[config.mk]
export PLATFORM = sky130hd
export DESIGN_NAME = hop_gradient_seed_node_core
export DESIGN_NICKNAME = d
export VERILOG_FILES = /design/src/rtl/hgsn_pkg.sv /design/src/rtl/hop_gradient_seed_node_core.sv
export SDC_FILE = /design/constraint.sdc
export NUM_CORES = 1
export LEC_CHECK = 0
export BUFFER_PORTS_ARGS = -buffer_cell sky130_fd_sc_hd__buf_4
export CAP_MARGIN = 0
export CORE_ASPECT_RATIO = 1.1
export CORE_MARGIN = 5
export CORE_UTILIZATION = 40
export DETAILED_ROUTE_END_ITERATION = 12
export GPL_ROUTABILITY_DRIVEN = 0
export GPL_TIMING_DRIVEN = 1
export MAX_ROUTING_LAYER = met4
export PLACE_DENSITY_LB_ADDON = 0.12
export SLEW_MARGIN = 20
export SYNTH_ARGS = -nofsm -noshare
export SYNTH_HDL_FRONTEND = slang
export SYNTH_SLANG_ARGS = --single-unit
[constraint.sdc]
create_clock -name clk -period 10.2 [get_ports clk]
set_input_delay 0 -clock clk [delete_from_list [all_inputs] [get_ports clk]]
set_output_delay 0 -clock clk [all_outputs]
set_load 0.05 [all_outputs]
[src/rtl/hgsn_pkg.sv]
// ----------------------------------------------------------------------------
// hgsn_pkg
// Shared types, codes, defaults and the distance colour table for the
// hop-count gradient seed node.
// ----------------------------------------------------------------------------
package hgsn_pkg;

	typedef logic [14:0] colour_t;

	// Item command codes.
	localparam logic CMD_MESSAGE = 1'b0;
	localparam logic CMD_TICK    = 1'b1;

	// Configuration register indexes.
	localparam logic [2:0] CFG_NODE_ID           = 3'd0;
	localparam logic [2:0] CFG_NEWEST_SEED_MODE  = 3'd1;
	localparam logic [2:0] CFG_AGING_ENABLE      = 3'd2;
	localparam logic [2:0] CFG_BLINK_ENABLE      = 3'd3;
	localparam logic [2:0] CFG_BLINK_TOTAL_TIME  = 3'd4;
	localparam logic [2:0] CFG_BLINK_HALF_PERIOD = 3'd5;

	// Parameter defaults.
	localparam int MAX_DISTANCE_DEF   = 250;
	localparam int STALE_AFTER_MS_DEF = 800;
	localparam int MIN_PAYLOAD_DEF    = 8;

	// Register reset values.
	localparam logic [15:0] BLINK_TOTAL_RST = 16'd200;
	localparam logic [15:0] BLINK_HALF_RST  = 16'd50;

	// Colours pack red in [4:0], green in [9:5] and blue in [14:10].
	localparam colour_t COLOUR_OFF = 15'd0;
	localparam colour_t WHITE_RGB  = {5'd25, 5'd25, 5'd25};

	localparam colour_t PALETTE [8] = '{
		{5'd0,  5'd0,  5'd25},   // red
		{5'd0,  5'd10, 5'd25},   // orange
		{5'd0,  5'd25, 5'd25},   // yellow
		{5'd0,  5'd25, 5'd0},    // green
		{5'd25, 5'd25, 5'd0},    // cyan
		{5'd25, 5'd0,  5'd0},    // blue
		{5'd25, 5'd0,  5'd10},   // violet
		{5'd25, 5'd0,  5'd25}    // magenta
	};

	// Distance zero is the seed itself and shows white; other distances cycle
	// through the eight palette entries.
	function automatic colour_t colour_of(input logic [7:0] hops);
		logic [7:0] idx;
		idx = hops - 8'd1;
		if (hops == 8'd0) begin
			return WHITE_RGB;
		end
		return PALETTE[idx[2:0]];
	endfunction

endpackage

[src/rtl/hop_gradient_seed_node_core.sv]
// ----------------------------------------------------------------------------
// hop_gradient_seed_node_core
// One node of a hop-count gradient: tracks the best seed heard from
// neighbors, its hop distance, route aging and a blinking status LED.
// ----------------------------------------------------------------------------
// A request accepted into the input register is worked on by the update
// logic and moves into the result register once that register is free.
// Throughput: one request per cycle, sustained while result_stall is low;
// the update logic sits between the input register and the result register.
// Reset (arst_n low, asynchronous) clears the node state, the configuration
// registers to their defaults and both pipeline valid flags.
module hop_gradient_seed_node_core #(
	parameter int MAX_DISTANCE   = hgsn_pkg::MAX_DISTANCE_DEF,
	parameter int STALE_AFTER_MS = hgsn_pkg::STALE_AFTER_MS_DEF,
	parameter int MIN_PAYLOAD    = hgsn_pkg::MIN_PAYLOAD_DEF
) (
	input  logic        clk,
	input  logic        arst_n,

	// Configuration write port.
	input  logic        cfg_we,
	input  logic [2:0]  cfg_index,
	input  logic [15:0] cfg_data,

	// Request channel.
	input  logic        item_valid,
	output logic        item_stall,
	input  logic        command,
	input  logic [31:0] now_time,
	input  logic [7:0]  msg_length,
	input  logic [15:0] msg_seed_id,
	input  logic [31:0] msg_seed_time,
	input  logic [15:0] msg_distance,
	input  logic        become_seed,

	// Result channel.
	output logic        result_valid,
	input  logic        result_stall,
	output logic        seed_known,
	output logic [15:0] cur_seed_id,
	output logic [31:0] cur_seed_time,
	output logic [7:0]  cur_distance,
	output logic [4:0]  led_red,
	output logic [4:0]  led_green,
	output logic [4:0]  led_blue,
	output logic        changed
);

	import hgsn_pkg::*;

	localparam logic [7:0]  MAX_DIST_W = 8'(MAX_DISTANCE);
	localparam logic [31:0] AGE_LIMIT  = 32'(STALE_AFTER_MS);
	localparam logic [7:0]  MIN_LEN    = 8'(MIN_PAYLOAD);

	// Configuration registers.
	logic [15:0] node_id_q;
	logic        newest_seed_mode_q;
	logic        aging_enable_q;
	logic        blink_enable_q;
	logic [15:0] blink_total_time_q;
	logic [15:0] blink_half_period_q;

	// Node state.
	logic        first_pending_q;
	logic        have_seed_q;
	logic [15:0] held_seed_id_q;
	logic [31:0] held_seed_time_q;
	logic [7:0]  hop_distance_q;
	logic [31:0] route_refresh_time_q;
	logic        blink_active_q;
	logic [31:0] blink_end_time_q;
	logic [31:0] next_toggle_time_q;
	logic        blink_phase_on_q;
	colour_t     target_colour_q;
	colour_t     led_colour_q;

	// Input register (stage 1).
	logic        valid_s1;
	logic        command_s1;
	logic [31:0] now_time_s1;
	logic [7:0]  msg_length_s1;
	logic [15:0] msg_seed_id_s1;
	logic [31:0] msg_seed_time_s1;
	logic [15:0] msg_distance_s1;
	logic        become_seed_s1;

	// Result register (stage 2).
	logic        valid_s2;
	logic        seed_known_s2;
	logic [15:0] seed_id_s2;
	logic [31:0] seed_time_s2;
	logic [7:0]  distance_s2;
	colour_t     led_s2;
	logic        changed_s2;

	// Next-state values computed from the request in stage 1.
	logic        n_have;
	logic [15:0] n_id;
	logic [31:0] n_time;
	logic [7:0]  n_dist;
	logic [31:0] n_ref;
	logic        n_active;
	logic [31:0] n_end;
	logic [31:0] n_toggle;
	logic        n_phase;
	colour_t     n_target;
	colour_t     n_led;
	logic        n_chg;

	logic advance;
	logic load_s1;

	// Stage 1 moves into the result register whenever the result register is
	// empty or its content is being taken in the same cycle.  The input
	// register still takes a new request while an older result waits, if it is empty.
	assign advance    = valid_s1 && (!valid_s2 || !result_stall);
	assign item_stall = valid_s1 && !advance;
	assign load_s1    = item_valid && !item_stall;

	always_ff @(posedge clk or negedge arst_n) begin
		if (!arst_n) begin
			node_id_q           <= 16'd0;
			newest_seed_mode_q  <= 1'b1;
			aging_enable_q      <= 1'b1;
			blink_enable_q      <= 1'b1;
			blink_total_time_q  <= BLINK_TOTAL_RST;
			blink_half_period_q <= BLINK_HALF_RST;
		end else if (cfg_we) begin
			unique case (cfg_index)
				CFG_NODE_ID:           node_id_q           <= cfg_data;
				CFG_NEWEST_SEED_MODE:  newest_seed_mode_q  <= cfg_data[0];
				CFG_AGING_ENABLE:      aging_enable_q      <= cfg_data[0];
				CFG_BLINK_ENABLE:      blink_enable_q      <= cfg_data[0];
				CFG_BLINK_TOTAL_TIME:  blink_total_time_q  <= cfg_data;
				CFG_BLINK_HALF_PERIOD: blink_half_period_q <= cfg_data;
				default: ;
			endcase
		end
	end

	// Input register.
	always_ff @(posedge clk or negedge arst_n) begin
		if (!arst_n) begin
			valid_s1 <= 1'b0;
		end else if (load_s1) begin
			valid_s1 <= 1'b1;
		end else if (advance) begin
			valid_s1 <= 1'b0;
		end
	end

	always_ff @(posedge clk) begin
		if (load_s1) begin
			command_s1       <= command;
			now_time_s1      <= now_time;
			msg_length_s1    <= msg_length;
			msg_seed_id_s1   <= msg_seed_id;
			msg_seed_time_s1 <= msg_seed_time;
			msg_distance_s1  <= msg_distance;
			become_seed_s1   <= become_seed;
		end
	end

	// Update logic.  The first request after reset in lowest-id mode first
	// installs this node as seed; the request is then handled on top of that.
	always_comb begin
		logic        inst;
		logic        h_have;
		logic [15:0] h_id;
		logic [31:0] h_time;
		logic [7:0]  h_dist;
		logic [31:0] h_ref;
		logic [16:0] cd_wide;
		logic [7:0]  cd;
		logic        msg_ok;
		logic        newer;
		logic        same;
		logic        upd;
		logic [31:0] age;
		colour_t     col;

		inst   = first_pending_q && !newest_seed_mode_q;
		h_have = have_seed_q || inst;
		h_id   = inst ? node_id_q : held_seed_id_q;
		h_time = inst ? 32'd1 : held_seed_time_q;
		h_dist = inst ? 8'd0 : hop_distance_q;
		h_ref  = inst ? now_time_s1 : route_refresh_time_q;

		// Candidate distance through the neighbor, saturating.
		cd_wide = {1'b0, msg_distance_s1} + 17'd1;
		cd      = (cd_wide > 17'(MAX_DISTANCE)) ? MAX_DIST_W : cd_wide[7:0];
		msg_ok  = (msg_length_s1 >= MIN_LEN) && (msg_seed_time_s1 != 32'd0);

		if (newest_seed_mode_q) begin
			newer = (msg_seed_time_s1 != h_time) ? (msg_seed_time_s1 > h_time)
			                                     : (msg_seed_id_s1 < h_id);
			same  = (msg_seed_time_s1 == h_time) && (msg_seed_id_s1 == h_id);
		end else begin
			newer = msg_seed_id_s1 < h_id;
			same  = msg_seed_id_s1 == h_id;
		end

		age = now_time_s1 - h_ref;

		n_have   = h_have;
		n_id     = h_id;
		n_time   = h_time;
		n_dist   = h_dist;
		n_ref    = h_ref;
		n_active = blink_active_q;
		n_end    = blink_end_time_q;
		n_toggle = next_toggle_time_q;
		n_phase  = blink_phase_on_q;
		n_target = target_colour_q;
		n_led    = led_colour_q;
		upd      = 1'b0;

		if (command_s1 == CMD_TICK) begin
			if (newest_seed_mode_q && become_seed_s1) begin
				n_have = 1'b1;
				n_id   = node_id_q;
				n_time = now_time_s1;
				n_dist = 8'd0;
				upd    = 1'b1;
			end
			// Aging cannot follow a self-seed, since that leaves distance zero.
			if (aging_enable_q && n_have && (n_dist != 8'd0) && (n_dist < MAX_DIST_W)
			    && (age > AGE_LIMIT)) begin
				n_dist = n_dist + 8'd1;
				n_ref  = now_time_s1;
				upd    = 1'b1;
			end
		end else if (msg_ok) begin
			if (!h_have || newer || (same && (cd < h_dist))) begin
				n_have = 1'b1;
				n_id   = msg_seed_id_s1;
				n_time = msg_seed_time_s1;
				n_dist = cd;
				n_ref  = now_time_s1;
				upd    = 1'b1;
			end else if (same && (cd == h_dist)) begin
				n_ref = now_time_s1;
			end
		end

		col = colour_of(n_dist);

		// A change starts a blink in the colour of the new distance when blinking is enabled.
		if (upd && blink_enable_q) begin
			n_target = col;
			n_active = 1'b1;
			n_end    = now_time_s1 + {16'd0, blink_total_time_q};
			n_toggle = now_time_s1 + {16'd0, blink_half_period_q};
			n_phase  = 1'b1;
			n_led    = col;
		end

		// Ticks refresh the steady colour and advance the blink.
		if (command_s1 == CMD_TICK) begin
			n_target = n_have ? col : COLOUR_OFF;
			if (!n_active) begin
				n_led = n_target;
			end else if (now_time_s1 >= n_end) begin
				n_active = 1'b0;
				n_led    = n_target;
			end else if (now_time_s1 >= n_toggle) begin
				n_toggle = n_toggle + {16'd0, blink_half_period_q};
				n_phase  = !n_phase;
				n_led    = n_phase ? n_target : COLOUR_OFF;
			end
		end

		n_chg = inst || upd;
	end

	// Node state commits when the request leaves stage 1.
	always_ff @(posedge clk or negedge arst_n) begin
		if (!arst_n) begin
			first_pending_q      <= 1'b1;
			have_seed_q          <= 1'b0;
			held_seed_id_q       <= 16'd0;
			held_seed_time_q     <= 32'd0;
			hop_distance_q       <= MAX_DIST_W;
			route_refresh_time_q <= 32'd0;
			blink_active_q       <= 1'b0;
			blink_end_time_q     <= 32'd0;
			next_toggle_time_q   <= 32'd0;
			blink_phase_on_q     <= 1'b0;
			target_colour_q      <= COLOUR_OFF;
			led_colour_q         <= COLOUR_OFF;
		end else if (advance) begin
			first_pending_q      <= 1'b0;
			have_seed_q          <= n_have;
			held_seed_id_q       <= n_id;
			held_seed_time_q     <= n_time;
			hop_distance_q       <= n_dist;
			route_refresh_time_q <= n_ref;
			blink_active_q       <= n_active;
			blink_end_time_q     <= n_end;
			next_toggle_time_q   <= n_toggle;
			blink_phase_on_q     <= n_phase;
			target_colour_q      <= n_target;
			led_colour_q         <= n_led;
		end
	end

	// Result register.
	always_ff @(posedge clk or negedge arst_n) begin
		if (!arst_n) begin
			valid_s2 <= 1'b0;
		end else if (advance) begin
			valid_s2 <= 1'b1;
		end else if (!result_stall) begin
			valid_s2 <= 1'b0;
		end
	end

	always_ff @(posedge clk) begin
		if (advance) begin
			seed_known_s2 <= n_have;
			seed_id_s2    <= n_id;
			seed_time_s2  <= n_time;
			distance_s2   <= n_dist;
			led_s2        <= n_led;
			changed_s2    <= n_chg;
		end
	end

	assign result_valid  = valid_s2;
	assign seed_known    = seed_known_s2;
	assign cur_seed_id   = seed_id_s2;
	assign cur_seed_time = seed_time_s2;
	assign cur_distance  = distance_s2;
	assign led_red       = led_s2[4:0];
	assign led_green     = led_s2[9:5];
	assign led_blue      = led_s2[14:10];
	assign changed       = changed_s2;

endmodule
==> results of run 1 <==
==> worst max-delay path by stage <==
stage | cells past startpoint | endpoint
after CTS | 41 | next_toggle_time_q[29]
after detailed placement | 41 | next_toggle_time_q[29]
after floorplan | 42 | next_toggle_time_q[30]
after global routing | 42 | next_toggle_time_q[27]
after global placement | 41 | next_toggle_time_q[29]
final | 42 | next_toggle_time_q[29]
==> per-layer routing <==
metal	vias to the layer above	GRT usage, %	wire, um
li1	10600	-	-
met1	10900	31.4	37500
met2	645	38.1	39600
met3	144	2.70	4060
met4	0	6.63	2600
met5	-	-	0
==> logic make-up (layout without fill, tap and decap cells) <==
kind of cell,Yosys count,in the layout,synth area share (%)
muxes,242,242,9.83
buffers and inverters,212,549,3.13
xor gates and xnor gates,110,110,3.65
AOI/OAI and AO/OA,666,666,16.3
DFF,400,400,41.3
adders and majority gates,204,204,9.70
and+or+nand+nor,888,888,16.1
other,0,2,0
==> cells in the mapped netlist, types with 10 or more instances <==
master / instances
o211ai_1: 18
a21oi_1: 169
buf_1: 17
or4_1: 11
dfstp_2: 16
or3_1: 12
buf_2: 15
a221o_1: 17
nand4_1: 40
a211oi_1: 21
dfrtp_1: 208
a21o_1: 47
edfxtp_1: 176
and4_1: 10
o21bai_1: 21
mux2_2: 133
mux2i_1: 107
a31oi_1: 21
inv_1: 78
nand2_1: 325
clkbuf_1: 97
o21ai_0: 187
xnor2_1: 63
nor2_1: 221
and3_1: 21
xor2_1: 47
nand3_1: 47
o31ai_1: 14
and2_1: 26
nand2b_1: 24
o21a_1: 22
nor4_1: 20
ha_1: 195
nor3_1: 52
nor2b_1: 28
==> repair_timing <==
action,in CTS,in global routing
endpoints found under the setup margin,0,3
hold buffers,127,0
gates resized for setup,0,1
hold endpoints to repair,229,0
==> layout make-up <==
class | instances | share of cell area [%]
inverters | 79 | 0.947
clock inverters | 36 | 1.20
clock buffers | 52 | 3.78
repair buffers | 382 | 10.1
multi-input cells | 2110 | 46.3
well taps | 850 | 3.34
flip-flops and latches | 400 | 34.3
diodes | 2 | 0.0157
==> cell usage in the layout (no fill, tap or decap), types with 127 or more instances in the layout <==
master and n:
a21oi_1 167, buf_4 251, dfrtp_1 208, dlygate4sd3_1 127, edfxtp_1 176, ha_1 195
mux2_2 133, nand2_1 323, nor2_1 221, o21ai_0 187
==> critical path: cells and delay by family, from the launching register on <==
kind	cells	cell delay, ns
AOI/OAI and AO/OA	22	4.64
and+or+nand+nor	15	2.94
adders and majority gates	3	0.71
DFF	1	0.47
buffers and inverters	2	0.31
==> registers in the layout, indices dropped and copies added, names as in the netlist, 16 cells and up <==
signal and count:
blink_end_time_q 32, blink_half_period_q 16, blink_total_time_q 16, cur_seed_id 16, cur_seed_time 32, held_seed_id_q 16, held_seed_time_q 32, msg_distance_s1 16
msg_seed_id_s1 16, msg_seed_time_s1 32, next_toggle_time_q 32, node_id_q 16, now_time_s1 32, route_refresh_time_q 32
==> stage by stage <==
stage	power (W)	instance area (um^2)	worst slack [ns]
global placement	0.00697	29000	1.06
detailed placement	0.00708	29000	0.906
global route	0.00954	31900	0.0649
CTS	0.00893	31800	0.835
finish	0.00891	31900	0.959
floorplan	0.00583	26400	0.111
==> power groups by stage <==
stage / Combinational (W) / Sequential [W] / Clock [W]
2_1_floorplan: 0.00313 / 0.00270 / 0
3_3_place_gp: 0.00442 / 0.00255 / 0
3_5_place_dp: 0.00452 / 0.00257 / 0
4_1_cts: 0.00458 / 0.00255 / 0.00180
5_1_grt: 0.00508 / 0.00260 / 0.00186
6_report: 0.00461 / 0.00255 / 0.00175
==> flow_summary_export.csv, run 1 <==
group,metric,value,unit
global_route,antenna_found_initial,9,
pwr,p_sw,0.00386,W
clock_network,cts.sinks,400,
job,maxCapViolations,0,
sta,rsz0062_at_grt,"false",
route,routed_wl,83700,um
route,wl_per_cell,21.4,um
run_status,outcome,"finished with violations",
yosys,synth_edf_count,176,
global_route,grt_max_degree,152,
clock_network,post-cts-setup-buffers,0,
clock_network,cts_buffer_depth,3,
hold_path,worstHoldPathType,"in -> async",
worst_setup_path,worstReg2RegStart,"msg_distance_s1[0]",
worst_setup_path,critPathCaptureType,"flop",
run_status,violations,"hold timing",
finish,fillCellCount,6095,
worst_setup_path,path_class,"reg -> reg",
sta,final-setup-viol-count,0,
yosys,synth_cell_type_count,102,
yosys,synth-main-ff-cell,"dfrtp_1",
worst_setup_path,path_max_fanout,9,
finish,multi_input_area,0.0148,mm^2
finish,utilization,48.8,%
sta,worstMarginPinSlew,1.07,ns
pwr,power_leakage,13.3,nW
floorplan,die_y,279,um
floorplan,num_io_pins,205,
worst_setup_path,crit_start,"msg_distance_s1[0]",
sta,hold_viol,4,
worst_setup_path,reg2reg_to,"next_toggle_time_q[29]",
route,via_per_inst,5.71,
pwr,swShare,43.3,%
sta,relSlewSlack,28.3,%
worst_setup_path,rr_worst_depth,42,
worst_setup_path,timing.reg2reg.setup_slack,0.96,ns
placement,dp.cells,3694,
placement,hpwl,60500,um
global_route,grt_pass1_wl,129000,um
yosys,synthTopCellsByArea,"edfxtp_1 20%, dfrtp_1 20%, ha_1 9.2%",
yosys,yosys.area.top_type,"edfxtp_1",
yosys,netlist_instances,2722,
clock_network,clk-insertion-delay-late,0.61,ns
finish,fin_cells,3911,
sta,fin_crit_sh,90.6,%
worst_setup_path,max_stage_delay,0.57,ns
worst_setup_path,crit_required,10.65,ns
clock_network,cts_tree,"yes",
floorplan,start_util,40.5,%
route,vias,22300,
yosys,synth_seq_area_share,41.3,%
global_route,grt_use_total,23.5,%
sta,period_needed,9.24,ns
yosys,yosysTopAreaCellShare,20.0,%
floorplan,rows,98,
clock_network,path_clk_slew,0.06,ns
sta,holdWs,-0.0152,ns
floorplan,core-area,0.0652,mm^2
pwr,p_seq_share,28.6,%
yosys,mappedNetlistArea,0.0264,mm^2
sta,fmax,108,MHz
global_route,grt_remaining_overflow,0,
sta,final.setup_skew,0.0233,ns
route,postRouteAntennaNets,0,
finish,seqCellArea,0.0109,mm^2
worst_setup_path,crit_top_cell,"a21o_1",
finish,area_growth_syn_to_layout,20.6,%
clock_network,numCtsBuffers,47,
sta,drv_slew,0,
route,drt_first_pass_iters,5,
placement,port_buffers,201,
pwr,power.internal,0.00505,W
global_route,grt_pass1_vias,22000,
worst_setup_path,crit_slowest_cell,"or4_4",
route,drc,0,
pwr,p_comb_share,51.7,%
yosys,synth_seq_cells,400,
yosys,yosysWarnings,0,
yosys,syn-num-nets,3050,
yosys,syn_area_per_cell,9.70,um^2
pwr,p_per_area,280,mW/mm^2
finish,drive_gt1_share,17.8,%
floorplan,die_w,255,um
pwr,clkPwrFrac,19.7,%
clock_network,htree_levels,2,
floorplan,die_area,0.0713,mm^2
worst_setup_path,cp.arrival,9.69,ns
finish,nets,3348,
pwr,ir_worst_vdd,0.157,mV
worst_setup_path,start_kind,"flop",
clock_network,cts_root_buf,"clkbuf_16",
sta,fin_tns_setup,0,ns
yosys,async_flop_share,56.0,%
route,drt_iter0_drc,1538,
No activity file was read; power rests on OpenSTA's default activity.
==> run 2: changes to the inputs <==
--- a/config.mk
+++ b/config.mk
@@ -14,7 +14,7 @@
 export GPL_ROUTABILITY_DRIVEN = 0
 export GPL_TIMING_DRIVEN = 1
 export MAX_ROUTING_LAYER = met4
-export PLACE_DENSITY_LB_ADDON = 0.12
+export PLACE_DENSITY = 0.62
 export SLEW_MARGIN = 20
 export SYNTH_ARGS = -nofsm -noshare
 export SYNTH_HDL_FRONTEND = slang
==> flow_summary_export.csv, run 2 (synthesis results as in run 1) <==
group,metric,value,unit
run_status,outcome,"finished with violations",
run_status,violations,"hold timing",
route,drt_first_pass_iters,7,
route,via_per_inst,5.81,
finish,final_cell_mix,"323 x nand2_1, 242 x buf_4, 221 x nor2_1, 208 x dfrtp_1, 195 x ha_1",
finish,seqCellArea,0.0109,mm^2
sta,rsz0062_at_grt,"false",
global_route,grt_remaining_overflow,0,
clock_network,numCtsBuffers,49,
finish,nets,3341,
sta,fin_crit_sh,93.2,%
floorplan,die_y,279,um
sta,drv_slew,0,
sta,period_needed,9.51,ns
route,routed_wl,82400,um
sta,final-setup-viol-count,0,
sta,final.setup_skew,0.0298,ns
clock_network,cts.sinks,400,
placement,hpwl,58600,um
clock_network,cts_tree,"yes",
worst_setup_path,path_max_fanout,9,
job,maxCapViolations,0,
sta,hold_viol,2,
hold_path,worstHoldPathType,"in -> async",
sta,relSlewSlack,12.3,%
pwr,p_per_area,281,mW/mm^2
global_route,grt_pass1_wl,129000,um
worst_setup_path,crit_required,10.64,ns
clock_network,htree_levels,2,
clock_network,cts_root_buf,"clkbuf_16",
global_route,grt_pass1_vias,22700,
floorplan,num_io_pins,205,
route,postRouteAntennaNets,0,
route,drc,0,
pwr,ir_worst_vdd,0.141,mV
clock_network,path_clk_slew,0.06,ns
placement,port_buffers,201,
finish,area_growth_syn_to_layout,20.6,%
route,vias,22700,
worst_setup_path,critPathCaptureType,"flop",
sta,fmax,105,MHz
worst_setup_path,path_class,"reg -> reg",
pwr,finalPower,0.00894,W
worst_setup_path,cp.arrival,9.95,ns
route,wl_per_cell,21.1,um
worst_setup_path,start_kind,"flop",
finish,fillCellCount,5945,
finish,drive_gt1_share,17.4,%
pwr,power_leakage,13.3,nW
finish,final_common_cell,"nand2_1",
route,drt_iter0_drc,1982,
clock_network,cts_buffer_depth,3,
floorplan,core-area,0.0652,mm^2
global_route,grt_max_degree,104,
sta,fin_tns_setup,0,ns
floorplan,die_area,0.0713,mm^2
global_route,antenna_found_initial,5,
finish,multi_input_area,0.0148,mm^2
worst_setup_path,crit_slowest_cell,"or4_4",
floorplan,rows,98,
worst_setup_path,max_stage_delay,0.60,ns
sta,holdWs,-0.0157,ns
clock_network,clk-insertion-delay-late,0.61,ns
floorplan,die_w,255,um
sta,worstMarginPinSlew,1.32,ns
floorplan,start_util,40.5,%
worst_setup_path,crit_top_cell,"a21o_1",
global_route,grt_use_total,23.2,%
[run 2: path summary, 6_finish.rpt]
kind,startpoint,end,slack [ns],cells past startpoint
setup / recovery,msg_distance_s1[0],next_toggle_time_q[27],0.69,41
hold / removal,arst_n,result_valid,-0.02,2
setup reg to reg,msg_distance_s1[0],next_toggle_time_q[27],0.69,41
hold reg to reg,held_seed_time_q[0],held_seed_time_q[0],0.47,2
max in group asynchronous,arst_n,blink_half_period_q[15],7.85,4
min in group clk,become_seed,become_seed_s1,0.11,2
[run 2: per-layer routing]
layer	wire length [um]	GRT usage, %
met2	39000	37.7
met4	3010	8.14
met1	35500	30.2
met3	4860	2.81
met5	0	-
[run 2: metrics by stage]
stage | hold WS (ns) | worst slack [ns] | std cells | instance area, um^2 | util [%]
after CTS | 0.0255 | 0.861 | 3904 | 31800 | 48.8
after floorplan | -0.296 | 0.111 | 2722 | 26400 | -
after global routing | 0.0646 | 0.0593 | 3905 | 31900 | 48.8
after global placement | 0.0497 | 1.04 | 3684 | 28900 | 44.3
after detailed placement | 0.0563 | 0.961 | 3684 | 28900 | 44.3
final | -0.0157 | 0.691 | 3905 | 31900 | 48.8
[run 2: critical path: cells and delay by family (launching register included)]
family / cells / cell delay, ns
AO/OA/AOI/OAI: 21 / 4.74
adder cells (fa/ha/maj): 3 / 0.74
flip-flops: 1 / 0.47
AND/OR/NAND/NOR: 15 / 3.13
multiplexers: 1 / 0.17
buffers and inverters: 1 / 0.09
[run 2: area by class of cell]
cell class	count	area share (%)
Clock inverter	27	1.03
Antenna cell	1	0.00786
Sequential cell	400	34.3
Timing Repair Buffer	373	9.90
Tap cell	850	3.34
Inverter	79	0.947
Clock buffer	65	4.20
Multi-Input combinational cell	2110	46.3
[run 2: what timing repair did]
action	CTS	global route
hold buffers	128	0
setup endpoints to repair	0	2
gates resized for setup	0	1
buffers inserted	0	0
endpoints found under the hold margin	243	0
[run 2: power by group]
part / switching, W / leakage (nW) / internal, W / total [W]
clock network: 0.000733 / 0.806 / 0.00108 / 0.00181
logic: 0.00277 / 8.17 / 0.00182 / 0.00459
registers: 0.000322 / 4.36 / 0.00221 / 0.00254
total: 0.00383 / 13.3 / 0.00511 / 0.00894
